File: src/rtl/core/spsc_pkg.sv
`timescale 1ns / 1ps
// ----------------------------------------------------------------------------
// spsc_pkg
// Types and constants shared by the sensor to DAC span scaler.
// ----------------------------------------------------------------------------
package spsc_pkg;

  localparam int unsigned DAC_MAX_COUNT   = 4095;
  localparam int unsigned VALUE_FRAC_BITS = 8;

  localparam int unsigned CFG_IDX_W  = 3;
  localparam int unsigned CFG_DATA_W = 32;

  localparam logic [CFG_IDX_W-1:0] CFG_VALUE_MIN = 3'd0;
  localparam logic [CFG_IDX_W-1:0] CFG_VALUE_MAX = 3'd1;
  localparam logic [CFG_IDX_W-1:0] CFG_COUNT_MIN = 3'd2;
  localparam logic [CFG_IDX_W-1:0] CFG_COUNT_MAX = 3'd3;
  localparam logic [CFG_IDX_W-1:0] CFG_ENABLED   = 3'd4;
  localparam logic [CFG_IDX_W-1:0] CFG_MANUAL    = 3'd5;
  localparam logic [CFG_IDX_W-1:0] CFG_CAL       = 3'd6;

  localparam logic [1:0] ERR_NONE          = 2'd0;
  localparam logic [1:0] ERR_OVERLOAD      = 2'd1;
  localparam logic [1:0] CLASS_DISPLAYABLE = 2'd1;

  typedef enum logic [1:0] {
    KIND_ZERO  = 2'd0,
    KIND_FULL  = 2'd1,
    KIND_SCALE = 2'd2
  } spsc_kind_e;

  typedef struct packed {
    logic signed [31:0] sensor_value;
    logic [1:0]         sensor_class;
    logic [1:0]         error_class;
  } spsc_in_t;

  typedef struct packed {
    logic [11:0] dac_count;
    logic        write_dac;
  } spsc_out_t;

endpackage

File: src/rtl/core/sensor_to_dac_span_scaler_core.sv
`timescale 1ns / 1ps
// ----------------------------------------------------------------------------
// sensor_to_dac_span_scaler_core
// Two-point linear scaling of a sensor value to a clamped DAC count.
// ----------------------------------------------------------------------------
// Usage:
// - input channel in_valid_i/in_ready_o/in_data_i carries one sensor sample
//   per transfer; output channel out_valid_o/out_ready_i/out_data_o returns
//   exactly one result per sample, in order
// - configuration is written through cfg_we_i/cfg_idx_i/cfg_data_i while no
//   sample is in flight; indexes beyond the register list are ignored
// - a sample passes 21 register stages from input transfer to output valid:
//   input stage, multiply, sign fix-up, 17 restoring divide steps (one
//   quotient bit each) and the output register
// - one sample per cycle unless the receiver stalls; divide chain fully pipelined
// - when the receiver stalls every stage holds; in_ready_o stays high while
//   the output register is empty or being taken, so nothing is lost
// - reset clears all valid bits and loads the register reset values
// ----------------------------------------------------------------------------
module sensor_to_dac_span_scaler_core (
  input  logic                                  clk_i,
  input  logic                                  rst_ni,
  input  logic                                  cfg_we_i,
  input  logic [spsc_pkg::CFG_IDX_W-1:0]        cfg_idx_i,
  input  logic [spsc_pkg::CFG_DATA_W-1:0]       cfg_data_i,
  input  logic                                  in_valid_i,
  output logic                                  in_ready_o,
  input  spsc_pkg::spsc_in_t                    in_data_i,
  output logic                                  out_valid_o,
  input  logic                                  out_ready_i,
  output spsc_pkg::spsc_out_t                   out_data_o
);
  import spsc_pkg::*;

  localparam int unsigned QW    = 17;          // quotient bits, top one flags saturation
  localparam int unsigned DW    = 33;          // divisor width
  localparam int unsigned PW    = 45;          // product width
  localparam int unsigned AW    = 46;          // dividend width
  localparam int unsigned CW    = DW + QW;     // compare width
  localparam int unsigned DEPTH = QW + 1;

  localparam logic signed [DW-1:0] VSPAN_ONE = DW'(1) << VALUE_FRAC_BITS;
  localparam logic [DW-1:0] VSPAN_DEF = DW'(DAC_MAX_COUNT) << VALUE_FRAC_BITS;
  localparam logic [16:0]   DAC_MAX_W = 17'(DAC_MAX_COUNT);

  // configuration registers
  logic signed [31:0] vmin_q, vmax_q;
  logic [11:0]        cmin_q, cmax_q;
  logic               enabled_q, manual_q, cal_q;
  logic [DW-1:0]      dspan_q;
  logic [11:0]        cspan_q;

  always_ff @(posedge clk_i or negedge rst_ni) begin
    if (!rst_ni) begin
      vmin_q    <= '0;
      vmax_q    <= '0;
      cmin_q    <= '0;
      cmax_q    <= 12'hfff;
      enabled_q <= 1'b0;
      manual_q  <= 1'b0;
      cal_q     <= 1'b0;
    end else if (cfg_we_i) begin
      unique case (cfg_idx_i)
        CFG_VALUE_MIN: vmin_q    <= cfg_data_i;
        CFG_VALUE_MAX: vmax_q    <= cfg_data_i;
        CFG_COUNT_MIN: cmin_q    <= cfg_data_i[11:0];
        CFG_COUNT_MAX: cmax_q    <= cfg_data_i[11:0];
        CFG_ENABLED:   enabled_q <= cfg_data_i[0];
        CFG_MANUAL:    manual_q  <= cfg_data_i[0];
        CFG_CAL:       cal_q     <= cfg_data_i[0];
        default: ;
      endcase
    end
  end

  // spans derived from the registers and registered
  logic signed [DW-1:0] vspan_w;
  logic signed [12:0]   cdiff_w;
  logic [12:0]          cabs_w;
  logic [DW-1:0]        dspan_d;
  logic [11:0]          cspan_d;

  always_comb begin
    vspan_w = {vmax_q[31], vmax_q} - {vmin_q[31], vmin_q};
    dspan_d = (vspan_w < VSPAN_ONE) ? VSPAN_DEF : vspan_w;
    cdiff_w = $signed({1'b0, cmax_q}) - $signed({1'b0, cmin_q});
    cabs_w  = cdiff_w[12] ? 13'(-cdiff_w) : cdiff_w;
    cspan_d = (17'(cabs_w) > DAC_MAX_W) ? DAC_MAX_W[11:0] : cabs_w[11:0];
  end

  always_ff @(posedge clk_i or negedge rst_ni) begin
    if (!rst_ni) begin
      dspan_q <= VSPAN_DEF;
      cspan_q <= 12'hfff;
    end else begin
      dspan_q <= dspan_d;
      cspan_q <= cspan_d;
    end
  end

  logic en;
  logic out_valid_q;
  spsc_out_t out_q;

  assign en         = !out_valid_q || out_ready_i;
  assign in_ready_o = en;

  // input stage, special cases are settled here
  logic               s0_vld_q;
  logic signed [31:0] s0_val_q;
  spsc_kind_e         s0_kind_q, s0_kind_d;
  logic               s0_wr_q;

  always_comb begin
    if (manual_q || cal_q || !enabled_q) begin
      s0_kind_d = KIND_ZERO;
    end else if (in_data_i.error_class == ERR_OVERLOAD) begin
      s0_kind_d = KIND_FULL;
    end else if (in_data_i.error_class == ERR_NONE &&
                 in_data_i.sensor_class == CLASS_DISPLAYABLE) begin
      s0_kind_d = KIND_SCALE;
    end else begin
      s0_kind_d = KIND_ZERO;
    end
  end

  always_ff @(posedge clk_i or negedge rst_ni) begin
    if (!rst_ni) begin
      s0_vld_q <= 1'b0;
    end else if (en) begin
      s0_vld_q <= in_valid_i;
    end
  end

  always_ff @(posedge clk_i) begin
    if (en) begin
      s0_val_q  <= in_data_i.sensor_value;
      s0_kind_q <= s0_kind_d;
      s0_wr_q   <= !manual_q && !cal_q;
    end
  end

  // multiply stage
  logic                 s1_vld_q;
  logic signed [PW-1:0] s1_prod_q;
  spsc_kind_e           s1_kind_q;
  logic                 s1_wr_q;
  logic signed [DW-1:0] diff_w;
  logic signed [DW+12:0] prod_w;

  assign diff_w = {s0_val_q[31], s0_val_q} - {vmin_q[31], vmin_q};
  assign prod_w = diff_w * $signed({1'b0, cspan_q});

  always_ff @(posedge clk_i or negedge rst_ni) begin
    if (!rst_ni) begin
      s1_vld_q <= 1'b0;
    end else if (en) begin
      s1_vld_q <= s0_vld_q;
    end
  end

  always_ff @(posedge clk_i) begin
    if (en) begin
      s1_prod_q <= prod_w[PW-1:0];
      s1_kind_q <= s0_kind_q;
      s1_wr_q   <= s0_wr_q;
    end
  end

  // sign fix-up: a negative dividend is rounded towards minus infinity
  logic [AW-1:0] mag_w, dvd_w;
  logic          neg_w;

  always_comb begin
    neg_w = s1_prod_q[PW-1];
    mag_w = neg_w ? AW'(-s1_prod_q) : AW'(s1_prod_q);
    dvd_w = neg_w ? (mag_w + AW'(dspan_q) - AW'(1)) : mag_w;
  end

  // divide chain, one quotient bit per stage from the top
  logic            dv_vld_q  [DEPTH];
  logic [CW-1:0]   dv_rem_q  [DEPTH];
  logic [QW-1:0]   dv_quo_q  [DEPTH];
  logic            dv_neg_q  [DEPTH];
  spsc_kind_e      dv_kind_q [DEPTH];
  logic            dv_wr_q   [DEPTH];

  always_ff @(posedge clk_i or negedge rst_ni) begin
    if (!rst_ni) begin
      dv_vld_q[0] <= 1'b0;
    end else if (en) begin
      dv_vld_q[0] <= s1_vld_q;
    end
  end

  always_ff @(posedge clk_i) begin
    if (en) begin
      dv_rem_q[0]  <= CW'(dvd_w);
      dv_quo_q[0]  <= '0;
      dv_neg_q[0]  <= neg_w;
      dv_kind_q[0] <= s1_kind_q;
      dv_wr_q[0]   <= s1_wr_q;
    end
  end

  for (genvar j = 0; j < QW; j++) begin : g_div
    logic [CW-1:0] dsh_w;
    logic          ge_w;

    assign dsh_w = CW'(dspan_q) << (QW - 1 - j);
    assign ge_w  = dv_rem_q[j] >= dsh_w;

    always_ff @(posedge clk_i or negedge rst_ni) begin
      if (!rst_ni) begin
        dv_vld_q[j+1] <= 1'b0;
      end else if (en) begin
        dv_vld_q[j+1] <= dv_vld_q[j];
      end
    end

    always_ff @(posedge clk_i) begin
      if (en) begin
        dv_rem_q[j+1]  <= ge_w ? (dv_rem_q[j] - dsh_w) : dv_rem_q[j];
        dv_quo_q[j+1]  <= dv_quo_q[j] | (QW'(ge_w) << (QW - 1 - j));
        dv_neg_q[j+1]  <= dv_neg_q[j];
        dv_kind_q[j+1] <= dv_kind_q[j];
        dv_wr_q[j+1]   <= dv_wr_q[j];
      end
    end
  end

  // offset by count min, clamp and pick the result
  logic [QW-1:0] quo_w;
  logic [16:0]   sum_w;
  logic [15:0]   res_w;
  spsc_out_t     out_d;

  always_comb begin
    quo_w = dv_quo_q[DEPTH-1];
    sum_w = {1'b0, quo_w[15:0]} + 17'(cmin_q);
    if (dv_neg_q[DEPTH-1]) begin
      if (quo_w[QW-1] || quo_w[15:0] > 16'(cmin_q)) begin
        res_w = '0;
      end else begin
        res_w = 16'(cmin_q) - quo_w[15:0];
      end
    end else if (quo_w[QW-1] || sum_w > DAC_MAX_W) begin
      res_w = DAC_MAX_W[15:0];
    end else begin
      res_w = sum_w[15:0];
    end

    out_d.write_dac = dv_wr_q[DEPTH-1];
    case (dv_kind_q[DEPTH-1])
      KIND_FULL:  out_d.dac_count = DAC_MAX_W[11:0];
      KIND_SCALE: out_d.dac_count = res_w[11:0];
      default:    out_d.dac_count = '0;
    endcase
  end

  always_ff @(posedge clk_i or negedge rst_ni) begin
    if (!rst_ni) begin
      out_valid_q <= 1'b0;
    end else if (en) begin
      out_valid_q <= dv_vld_q[DEPTH-1];
    end
  end

  always_ff @(posedge clk_i) begin
    if (en) begin
      out_q <= out_d;
    end
  end

  assign out_valid_o = out_valid_q;
  assign out_data_o  = out_q;

endmodule

File: config.mk
export PLATFORM = sky130hd
export DESIGN_NAME = sensor_to_dac_span_scaler_core
export DESIGN_NICKNAME = d
export VERILOG_FILES = /design/src/rtl/core/spsc_pkg.sv /design/src/rtl/core/sensor_to_dac_span_scaler_core.sv
export SDC_FILE = /design/constraint.sdc
export NUM_CORES = 2
export LEC_CHECK = 0
export BUFFER_PORTS_ARGS = -buffer_cell sky130_fd_sc_hd__buf_2
export CAP_MARGIN = 10
export CORE_MARGIN = 8
export CORE_UTILIZATION = 60
export DETAILED_ROUTE_END_ITERATION = 6
export GPL_TIMING_DRIVEN = 1
export PLACE_DENSITY = 0.76
export REMOVE_ABC_BUFFERS = 1
export SYNTH_ARGS = -nofsm -noshare
export SYNTH_HDL_FRONTEND = slang
export SYNTH_SLANG_ARGS = --single-unit
File: constraint.sdc
create_clock -name clk_i -period 43.5 [get_ports clk_i]
set_input_delay 8.7 -clock clk_i [delete_from_list [all_inputs] [get_ports clk_i]]
set_output_delay 8.7 -clock clk_i [all_outputs]
set_load 0.02 [all_outputs]
-- Word-level counts from Yosys, hierarchy flattened
Memories as Yosys holds them, arrays and structs flattened. A register that Yosys moved wholly into a read port is not among the register bits.
Index checks and enable logic that the tools add are counted.
- $add $sub $neg: 26
- $mul: 1
- order comparisons: 21
- eq/ne operators: 10
- muxes and demuxes: 30
- bitwise gates (word level): 17
- reduce and logical (&&, ||, !) cells: 21
- operators by type and width (kind ; count):
    $mux 50 ; 17
    $mux 46 ; 2
    $sub 32x32->33 ; 2
    $ge 50x33->1 ; 1
    $ge 50x34->1 ; 1
    $ge 50x35->1 ; 1
    $ge 50x36->1 ; 1
    $ge 50x37->1 ; 1
    $ge 50x38->1 ; 1
    $ge 50x39->1 ; 1
    $ge 50x40->1 ; 1
    $ge 50x41->1 ; 1
    $ge 50x42->1 ; 1
    $ge 50x43->1 ; 1
    $ge 50x44->1 ; 1
    $ge 50x45->1 ; 1
    $ge 50x46->1 ; 1
    $ge 50x47->1 ; 1
    $ge 50x48->1 ; 1
    $ge 50x49->1 ; 1
    $sub 50x33->50 ; 1
    $sub 50x34->50 ; 1
    $sub 50x35->50 ; 1
    $sub 50x36->50 ; 1
    other kinds (60) ; 84
- bits in registers: 252
- memory bits (writable): 1278
- output and inout port bits: 15
- word-level logic and storage cells: 169
- memories kept: 5
- memory list (memory ; words ; width ; rd ports ; clocked after Yosys merged registers in ; wr ports ; line ; text):
    dv_rem_q ; 18 ; 50 ; 17 ; 0 ; 18 ; sensor_to_dac_span_scaler_core.sv:182 ; logic [CW-1:0] dv_rem_q [DEPTH];
    dv_quo_q ; 18 ; 17 ; 18 ; 0 ; 18 ; sensor_to_dac_span_scaler_core.sv:183 ; logic [QW-1:0] dv_quo_q [DEPTH];
    dv_kind_q ; 18 ; 2 ; 18 ; 0 ; 18 ; sensor_to_dac_span_scaler_core.sv:185 ; spsc_kind_e dv_kind_q [DEPTH];
    dv_neg_q ; 18 ; 1 ; 18 ; 0 ; 18 ; sensor_to_dac_span_scaler_core.sv:184 ; logic dv_neg_q [DEPTH];
    dv_wr_q ; 18 ; 1 ; 18 ; 1 ; 18 ; sensor_to_dac_span_scaler_core.sv:186 ; logic dv_wr_q [DEPTH];

-- Longest topological paths before layout
An unclocked memory read counts as a cell.
- word-level depth: 7
- gate-level depth with buffers: 35
- gate-level depth less buffers: 33

-- Worst setup path after synthesis
OpenSTA, ideal clock, no wires.
- kind: input to output
- start point: in out_ready_i
- end point: out in_ready_o
- arrival: 31.478 ns
- slack: 3.322 ns
- stages: 3
- path buffers: 1
- cells stage by stage: nor2b_1 -> clkbuf_1 -> inv_1
- word-level cells in the longest chain between the ends: 1
- ends and longest elaborated chain (item ; line ; text):
    start, declared ; sensor_to_dac_span_scaler_core.sv:30 ; input logic out_ready_i,
    $logic_or 1x1->1 ; sensor_to_dac_span_scaler_core.sv:105 ; assign en = !out_valid_q || out_ready_i;
    end, declared ; sensor_to_dac_span_scaler_core.sv:27 ; output logic in_ready_o,
Every way passes these cells.

-- Final worst setup path
Ends and elaborated chain as after synthesis.

==> results.yml <==
synthesis:
  syn_inst: 10059
  syn_area_um2: 100000
  synthMostInstantiatedCell: "edfxtp_1"
  synth-xor-area-share_pct: 6.77
  yosysWarnings: 0
  seq_area_frac_synth_pct: 38.8
  yosys.cell_types.count: 96
  synthSimpleGateAreaFrac_pct: 13.7
  yosys-top-cells-area: "edfxtp_1 35%, ha_1 11%, fa_1 7.3%, nand2_1 3.8%, xnor2_1 3.7%"
  synth-compound-area-share_pct: 16.3
  syn_avg_cell_area_um2: 9.99
  synth_ff_type: "edfxtp_1"
  synthMuxAreaShare_pct: 2.27
  synth_fa_ha_area_share_pct: 17.9
  synth_top_area_share_pct: 34.9
  synth-seq-cells: 1324
  synth_edf_count: 1167
  async_flop_share_pct: 11.9
  synth_top_family_by_area: "adder cells"
  synth_largest_area_cell: "edfxtp_1"
  netlist_top_cells_count: "1167 x edfxtp_1, 1015 x nand2_1, 849 x ha_1"
setup_path:
  crit_fanout: 79
  cp.arrival_ns: 10.51
  critical_path_required_ns: 34.80
  crit_type: "input port to output pin"
  cp-end-kind: "output pin"
  regToRegSetupSlack_ns: 33.16
  startpoint_type: "input port"
sta:
  fin_tns_setup_ns: 0
  fin_skew_ns: 0.0518
  fmax_mhz: 52.1
  finalCriticalPeriod_ns: 19.21
  setup_viol: 0
  rsz0062_at_grt: "false"
  worst_pin_slew_ns: 1.20
  setup_slack_ns: 24.29
  hold_viol_final: 0
  drv_slew: 0
  finalCritPeriodShare_pct: 44.2
  slew_headroom_pct: 20.2
clock_network:
  postCtsHoldBufs: 0
  post_cts_resized: 0
  clk_pin_slew_worst_paths_ns: 0.06
  postCtsSetupBuffers: 0
  cts_tree: "done"
  cts_root_buffer: "clkbuf_16"
  cts_buffers: 151
  clock_path_buffers: 3
  clk_latency_ns: 0.83
  cts.sinks: 1324
  htree_levels: 4
global_route:
  met2_usage_pct: 48.5
  grt_start_max_net_pins: 189
  grt_usage_pct: 28.7
  grt.met1_usage_pct: 36.9
  busiest_layer: "met2"
  met3_usage_pct: 4.87
  grt_pass1_vias: 76491
  antenna_found_initial: 8
  grt_pass1_wl_mm: 417
  grt_overflow: 0
detailed_routing:
  viasPerCell: 6.19
  drtAntennaViolNets: 0
  wl_per_cell_um: 21.2
  first_pass_iters: 7
  num_vias: 77120
  drcViolationCount: 1
  drt_iter0_markers: 6424
  routed_wl_mm: 264
placed_design:
  gp_congestion: 0.912
  io_buffers: 90
  dp_cells: 12168
  dpl.hpwl_mm: 194
  pre_cts_ws_ns: 24.28
layout:
  fillCellCount: 12985
  area_growth_pct: 8.12
  nets: 11412
  final_util_pct: 65.2
  stdcell_count: 12449
  drive_gt1_share_pct: 7.42
die:
  io_pins: 91
  start_util_pct: 60.3
  die_width_um: 425
  rows: 150
  die_h_um: 425
  core_area_um2: 167000
  die_area_um2: 181000
status:
  status: "complete, but fails checks"
  violations: "design-rule violations"
worst_hold_path:
  holdCritPathClass: "register to register"
job:
  maxCapViolCount: 0
-- path summary, 6_finish.rpt --
check	depth (start not counted)	start	endpoint
max	4	out_ready_i	in_ready_o
min in group asynchronous	1	rst_ni	vmin_q[16]
min	0	dv_quo_q[4][14]	dv_quo_q[5][14]
max reg2reg	32	vmin_q[1]	s1_prod_q[41]
min reg2reg	0	dv_quo_q[4][14]	dv_quo_q[5][14]
max in group asynchronous	2	rst_ni	dspan_q[1]
-- area by class of cell --
cell class	instances	area, um2	area share, %
Clock buffer	183	4010	3.69
Multi-Input combinational cell	7596	57300	52.7
Timing Repair Buffer	197	1300	1.20
Antenna cell	2	5.00	0.00461
Tap cell	2204	2760	2.54
Inverter	850	3200	2.94
Clock inverter	93	1070	0.983
Sequential cell	1324	39000	35.9
-- metal layers --
layer	vias up	share of wire, %
met5	-	0.010
met4	4	4.3
met3	668	6.5
met2	2598	48
met1	37435	41
li1	36415	-
-- metrics by stage --
stage / hold WS (ns) / area, um2
final: 0.408 / 109000
after global routing: 0.417 / 109000
after global placement: 0.402 / 104000
after floorplan: 0.400 / 99300
after detailed placement: 0.405 / 104000
after CTS: 0.405 / 109000
-- logic make-up (layout without fill, tap and decap cells) --
group / count (synthesis) / in the layout
XOR/XNOR: 776 / 776
flip-flops: 1324 / 1324
AO/OA/AOI/OAI: 2590 / 2590
multiplexers: 205 / 205
other: 0 / 2
buffers and inverters: 1139 / 1323
adder cells (fa/ha/maj): 1216 / 1216
AND/OR/NAND/NOR: 2809 / 2809
-- state kept, by name, indices dropped and copies added, names as in the netlist, 2 cells and up --
signal,cells
cmax_q,12
cmin_q,12
cspan_q,12
dspan_q,33
dv_kind_q,36
dv_neg_q,18
dv_quo_q,153
dv_rem_q,846
dv_vld_q,18
dv_wr_q,18
out_data_o,13
s0_kind_q,2
s0_val_q,32
s1_kind_q,2
s1_prod_q,45
vmax_q,32
vmin_q,32
-- worst max-delay path: stages --
cell	delay, ns
buf_2	0.11
nor2b_2	0.88
inv_8	0.47
buf_2	0.31
-- cell usage in the layout, fill, tap and decap left out, drive strengths merged, types with 27 or more instances in the layout --
cell type and n:
a2111oi 28, dfstp 36, nor2b 128, dfrtp 121
xor2 347, nor3 154, inv 859, ha 849
xnor2 429, nand2b 114, nor2 513, and2 187
o21ai 697, and3 70, or4 36, o21a 94
a211o 27, buf 197, o211ai 52, a21oi 706
nand2 1015, or2 34, mux2 180, o21bai 97
clkbuf 183, nand3 169, a211oi 106, clkinv 57
nand4 99, nor4 80, fa 367, edfxtp 1167
or3 81, a31oi 78, a21o 352, o31ai 82
Power is left out: the tool's default activity adds up to more than one toggle a clock period on the data nets, which glitch-free logic cannot reach.
